$ cat config.mk
export PLATFORM = sky130hd
export DESIGN_NAME = pcft_div
export DESIGN_NICKNAME = d
export VERILOG_FILES = /design/src/rtl/core/pcft_pkg.sv /design/src/rtl/core/pcft_div.sv
export SDC_FILE = /design/constraint.sdc
export NUM_CORES = 2
export LEC_CHECK = 0
export BUFFER_PORTS_ARGS = -buffer_cell sky130_fd_sc_hd__buf_4
export CELL_PAD_IN_SITES_DETAIL_PLACEMENT = 1
export CELL_PAD_IN_SITES_GLOBAL_PLACEMENT = 1
export CORE_ASPECT_RATIO = 0.75
export CORE_MARGIN = 5
export CORE_UTILIZATION = 30
export CTS_CLUSTER_DIAMETER = 40
export DETAILED_ROUTE_END_ITERATION = 16
export GPL_TIMING_DRIVEN = 0
export PLACE_DENSITY = 0.59
export SETUP_SLACK_MARGIN = 0.5
export SYNTH_ARGS = -nofsm -noshare
export SYNTH_HDL_FRONTEND = slang
export SYNTH_SLANG_ARGS = --single-unit
$ cat constraint.sdc
create_clock -name clk -period 3.6 [get_ports clk]
set_input_delay 0.18 -clock clk [delete_from_list [all_inputs] [get_ports clk]]
set_output_delay 0.18 -clock clk [all_outputs]
set_load 0.005 [all_outputs]
$ cat src/rtl/core/pcft_pkg.sv
// ----------------------------------------------------------------------------
// pcft_pkg
// Shared types, constants and helpers for the pressure compensation block.
// ----------------------------------------------------------------------------
package pcft_pkg;

	localparam int RAW_W = 16;
	localparam int RES_W = 13;
	localparam int IDX_W = 8;
	localparam int DAT_W = 32;

	// register indexes
	localparam logic [IDX_W-1:0] REG_P1   = 8'd0;
	localparam logic [IDX_W-1:0] REG_P2   = 8'd1;
	localparam logic [IDX_W-1:0] REG_P3   = 8'd2;
	localparam logic [IDX_W-1:0] REG_P4   = 8'd3;
	localparam logic [IDX_W-1:0] REG_P5   = 8'd4;
	localparam logic [IDX_W-1:0] REG_P6   = 8'd5;
	localparam logic [IDX_W-1:0] REG_P7   = 8'd6;
	localparam logic [IDX_W-1:0] REG_P8P9 = 8'd7;

	// terms of the fixed temperature (t_fine = 102374)
	localparam logic signed [31:0] K_SQ2048 = 32'sd5009;    // (var1/4)^2 / 2048
	localparam logic signed [31:0] K_A2     = -32'sd25626;  // 2 * var1
	localparam logic signed [31:0] K_SQ8192 = 32'sd1252;    // (var1/4)^2 / 8192
	localparam logic signed [31:0] K_A      = -32'sd12813;  // var1

	localparam logic [31:0] P_BASE  = 32'd1048576;
	localparam logic [31:0] P_SCALE = 32'd3125;
	localparam logic [31:0] P_MIN   = 32'd30000;
	localparam logic [31:0] P_MAX   = 32'd110000;

	typedef struct packed {
		logic dbl;   // double the quotient afterwards
		logic zero;  // divisor was zero
	} pcft_side_t;

	// low 32 bits of a 32 x 32 product
	function automatic logic signed [31:0] mul32(input logic signed [31:0] a,
		input logic signed [31:0] b);
		logic signed [63:0] p;
		p = 64'(a) * 64'(b);
		return p[31:0];
	endfunction

	// signed divide by 2^k, truncating toward zero
	function automatic logic signed [31:0] divt(input logic signed [31:0] x, input int k);
		logic signed [31:0] bias;
		bias = x[31] ? ((32'sd1 <<< k) - 32'sd1) : 32'sd0;
		return (x + bias) >>> k;
	endfunction

endpackage

$ cat src/rtl/core/pcft_div.sv
// ----------------------------------------------------------------------------
// pcft_div
// Pipelined 32-bit unsigned restoring divider, one quotient bit per stage.
// ----------------------------------------------------------------------------
module pcft_div (
	input  logic               clk,
	input  logic               arst_n,
	input  logic               en,
	input  logic               vin,
	input  logic [31:0]        num,
	input  logic [31:0]        den,
	input  pcft_pkg::pcft_side_t side_in,
	output logic               vout,
	output logic [31:0]        quo,
	output pcft_pkg::pcft_side_t side_out
);
	import pcft_pkg::*;

	localparam int N = 32;

	logic             v_s    [0:N];
	logic [31:0]      rem_s  [0:N];
	logic [31:0]      num_s  [0:N];
	logic [31:0]      quo_s  [0:N];
	logic [31:0]      den_s  [0:N];
	pcft_side_t       side_s [0:N];

	assign v_s[0]    = vin;
	assign rem_s[0]  = '0;
	assign num_s[0]  = num;
	assign quo_s[0]  = '0;
	assign den_s[0]  = den;
	assign side_s[0] = side_in;

	for (genvar k = 0; k < N; k++) begin : g_stage
		logic [32:0] trial;
		logic [32:0] diff;
		logic        take;
		assign trial = {rem_s[k], num_s[k][31]};
		assign diff  = trial - {1'b0, den_s[k]};
		assign take  = !diff[32];

		always_ff @(posedge clk or negedge arst_n) begin
			if (!arst_n) begin
				v_s[k+1] <= 1'b0;
			end else if (en) begin
				v_s[k+1] <= v_s[k];
			end
		end

		always_ff @(posedge clk) begin
			if (en) begin
				rem_s[k+1]  <= take ? diff[31:0] : trial[31:0];
				num_s[k+1]  <= {num_s[k][30:0], 1'b0};
				quo_s[k+1]  <= {quo_s[k][30:0], take};
				den_s[k+1]  <= den_s[k];
				side_s[k+1] <= side_s[k];
			end
		end
	end

	assign vout     = v_s[N];
	assign quo      = quo_s[N];
	assign side_out = side_s[N];

endmodule

## Word level (Yosys, flattened, before mapping)

Index checks and enable logic that the tools add are counted.

- Memory bits (writable): 0
- Memories: 0
- Latch bits: 0
- Bits of input ports: 70
- Output and inout port bits: 35
- Register bits: 3,104
- Bits in read-only memories: 0

- $lt $le $gt $ge: 0
- Shift operators: 0
- Div/mod/pow operators: 0
- Bitwise logic cells: 0
- Multiplexer cells: 31
- Equality and inequality tests: 0
- Multiply operators: 0
- Reductions and logical operators: 32
- $add $sub $neg: 32

Operator list:

| operator | number |
|---|---|
| $sub A33 B32 Y33 | 31 |
| $mux W32 | 30 |
| $sub A1 B32 Y33 | 1 |
| $logic_not A1 Y1 | 32 |
| $mux W1 | 1 |

## Longest topological paths before layout

- Depth in word-level cells: 2
- Mapped depth: 16
- Depth with buffers taken out: 14

## Worst setup path before layout

No wires, ideal clock.

- Path kind: reg2reg
- From: reg den_s[384] (netlist bit)
- To: reg rem_s, in the netlist g_stage[21].trial[25] (data pin)
- Data required time: 3.340 ns
- Period minus slack after synthesis: 3.826 ns
- Cell stages (with the launch flop): 14
- Data arrival time: 3.566 ns
- Path buffers: 1
- Slack: -0.226 ns
- Setup time: 0.260 ns
- Path through: edfxtp_1 -> ha_1 -> fa_1 -> nor2b_1 -> o21a_1 -> o21ai_0 -> a2111oi_0 -> o21bai_1 -> a21oi_1 -> a211o_1 -> a21oi_1 -> xor2_1 -> buf_2 -> mux2_2

- Cells in the longest elaborated chain, start to end: 2

RTL lines:

| item | line | text |
|---|---|---|
| start: declaration | pcft_div.sv:25 | `logic [31:0] den_s [0:N];` |
| start signal: indexed assignment | pcft_div.sv:56 | `den_s[k+1] <= den_s[k];` |
| $sub A33 B32 Y33 | pcft_div.sv:40 | `assign diff = trial - {1'b0, den_s[k]};` |
| $mux W32 | pcft_div.sv:53 | `rem_s[k+1] <= take ? diff[31:0] : trial[31:0];` |
| end signal: indexed assignment | pcft_div.sv:53 |  |
| end: declaration | pcft_div.sv:22 | `logic [31:0] rem_s [0:N];` |

No other way between the ends.
A chain may end at the register's enable or synchronous reset.

## Final worst setup path

- From: reg den_s[997] (netlist bit)
- To: reg rem_s, in the netlist g_stage[2].trial[28] (data pin)

Same word-level chain as after synthesis.

==> qor.yml <==
fin_ws_ps: -509
placed_area_mm2: 0.171
ys_seq_elements: 3104
synth_top_family_by_area: "compound AO/OA/AOI/OAI gates"
irDropWorstVdd_mv: 0.498
clkTransAtPathRegs_ps: 60
grt_pass1_wl_um: 636000
numCtsBuffers: 525
worstPathRequired_ps: 4380
synthAdderAreaFrac_pct: 8.21
drt_iter0_markers: 7305
critPathSlowestCell: "edfxtp_1"
max-clock-path-buffers: 4
synth_area_mm2: 0.159
grt.total_usage_pct: 14.8
p_leak_nw: 83.2
final_nets: 15065
wl_per_cell_um: 20.0
grt_pass1_vias: 104017
synth_mux_area_share_pct: 5.86
yosysSeqAreaShare_pct: 58.7
synthDistinctLibCells: 99
hold_path_depth: 4
drt_wl_total_um: 428000
yosysWarningCount: 0
synth_edf_count: 3072
synthFlopType: "edfxtp_1"
grt_max_degree: 172
status: "finished with violations"
startpoint_type: "flip-flop"
dr.pass1.iters: 5
drv_slew: 0
drc: 0
start_util_pct: 30.1
power_w: 0.225
fmax_mhz: 243
power_density_mw_per_mm2: 1090
portBuffers: 104
crit_top_cell: "or3_4"
hold_viol: 0
hpwl_um: 290000
clock-sinks: 3104
finalInstanceArea_mm2: 0.206
synthCells: 12534
num_rows: 231
end_kind: "flip-flop"
cts_tree: "built"
cts_root_buf: "clkbuf_16"
core_area_mm2: 0.527
critical_path_class: "reg -> reg"
design.die.area_mm2: 0.544
place.gp.congestion: 0.840
cp_slowest_stage_delay_ps: 550
grt_overflow_total: 0
syn_area_per_cell_um2: 12.7
antenna_found_initial: 17
synthArstFlopShare_pct: 1.03
crit_chain: "inv_1 -> ha_2 -> or3_4 -> or2_4 -> o2111ai_4 -> nand4_1 -> o211ai_4 -> o311ai_4 -> a221o_1 -> and4_1 -> or3_4 -> buf_12 -> buf_16 -> mux2_4"
hold_class: "in -> reg"
cp.arrival_ps: 4890
rsz0062_at_grt: "yes"
ios: 105
clock_latency_ps: 1040
worstRegToRegCells: 14
clock_skew_ps: 36.0
synth_xor_area_share_pct: 4.44
tightest_slew_ps: 1290
area_growth_pct: 29.8
finalSetupViolCount: 703
finalCriticalPeriod_ps: 4110
synth-compound-area-share_pct: 12.2
ant_nets: 0
vias: 104337
die_y_um: 640
violations: "negative setup slack"
die_x_um: 850
finalCritPeriodShare_pct: 114
yosys.area_share.simple_pct: 6.72
cp_max_fo: 8
max-cap-violations: 0
htreeDepth: 6
drive_gt1_share_pct: 24.1
vias_per_cell: 4.88
max-slew-margin-rel_pct: 13.8
==> synthesized netlist by cell type (all sizes together) (22+ instances only) <==
cell     instances  area [µm²]
nand2          676        2540
nor2b          140         876
o31ai           87         658
o21bai          73         548
clkbuf         267        1000
a211oi          55         418
or3             24         150
inv           1205        4520
nand3          201        1010
o2111ai         28         245
and3            87         544
edfxtp        3072       92200
fa              30         601
a2111oi         36         335
a21boi          32         240
and4            22         193
nor4            34         213
o21ai          652        3260
xnor2          506        4430
buf            109         676
a31o            25         219
and2            41         257
a21oi          895        4480
a221o           23         230
nor2           472        1770
a21o           493        3700
nand2b         138         863
o211ai          60         455
o21a           144        1080
ha             993       12400
xor2           297        2610
or2             34         213
o221ai          22         193
a31oi           91         569
o311ai          23         209
nor3            84         420
dfrtp           32         801
mux2           764        8600
a311oi          42         374
o31a            34         298
mux2i           69         691
nand3b          26         195
nand4          124         782
a211o           25         219
==> cell type report <==
class	count	area, µm²
fillers	54699	322000
flip-flops and latches	3104	93000
multi-input cells	7862	67800
clock buffers	586	13500
repair buffers	897	10500
well taps	6990	8750
inverters	1206	4580
clock inverters	371	4270
plain buffers	376	3410
diodes	1	2.50
==> report_power, final <==
| group | switching [W] | leakage (nW) | total [W] | internal, W |
|---|---|---|---|---|
| registers | 0.00557 | 30.5 | 0.0582 | 0.0526 |
| logic | 0.0569 | 44.1 | 0.117 | 0.0596 |
| clock network | 0.0192 | 8.58 | 0.0506 | 0.0314 |
==> stage by stage <==
stage	worst slack (ps)	hold slack (ps)	utilization (%)	cells	TNS [ps]
6_report	-509	57.7	39.0	21393	-145430
5_1_grt	-551	105	39.0	21393	-239050
4_1_cts	-519	28.1	37.6	21065	-226850
3_5_place_dp	-3830	145	32.4	19664	-3459030
3_3_place_gp	-28280	137	32.3	19642	-
2_1_floorplan	-79.1	-116	-	12548	-3500
==> placed cells by master, fill, tap and decap left out, types with 193 or more instances in the layout <==
cell type     n
nand2_1     556
inv_1      1154
buf_4       482
o21ai_0     437
xnor2_1     502
clkbuf_1    221
clkbuf_16   594
xor2_1      282
a21o_1      493
edfxtp_1   3072
nor2_1      461
nand3_1     193
mux2_4      613
ha_1        920
a21oi_1     808
==> critical path: cells and delay by family, from the launching register on <==
family / cells / cell delay, ps
adders and majority gates: 1 / 190
muxes: 1 / 300
DFF: 1 / 550
buffers and inverters: 3 / 410
and+or+nand+nor: 5 / 1430
AOI/OAI and AO/OA: 4 / 930
==> registers in the layout (all words and copies together) (netlist names) <==
name,flops
quo,32
vout,1
num_s,465
side_s,62
quo_s,496
side_out,2
v_s,31
g_stage.trial,1023
den_s,992
==> metal layers <==
metal / vias up / GRT usage [%] / share of wire (%)
met4: 2 / 3.18 / 1.8
li1: 49787 / - / -
met3: 587 / 2.59 / 5.1
met2: 1786 / 20.8 / 41
met5: - / 0 / 0.0016
met1: 52175 / 23.3 / 52
==> final timing paths <==
check                      startpoint                    to  slack, ps
max                        den_s[997]  g_stage[2].trial[28]       -510
min                                en            quo_s[294]         60
max reg2reg                den_s[997]  g_stage[2].trial[28]       -510
min reg2reg                quo_s[103]             quo_s[72]        390
max in group asynchronous      arst_n               v_s[20]       3250
min in group asynchronous      arst_n                v_s[1]        170
==> cells by family after synthesis <==
family          after synthesis
flops                      3104
other cells                   1
xor+xnor                    803
simple gates               2175
mux                         833
compound gates             3013
fa+ha+maj                  1023
buf+inv                    1582
==> what timing repair did <==
item                                    CTS  global route
setup endpoints to repair              1968          1255
endpoints found under the hold margin   265             0
setup buffers                           252           285
pin swaps                               209           344
cloned                                   48            42
hold buffers                            144             0
resized for setup                      1091          1234
(Power assumes the default switching activity.)
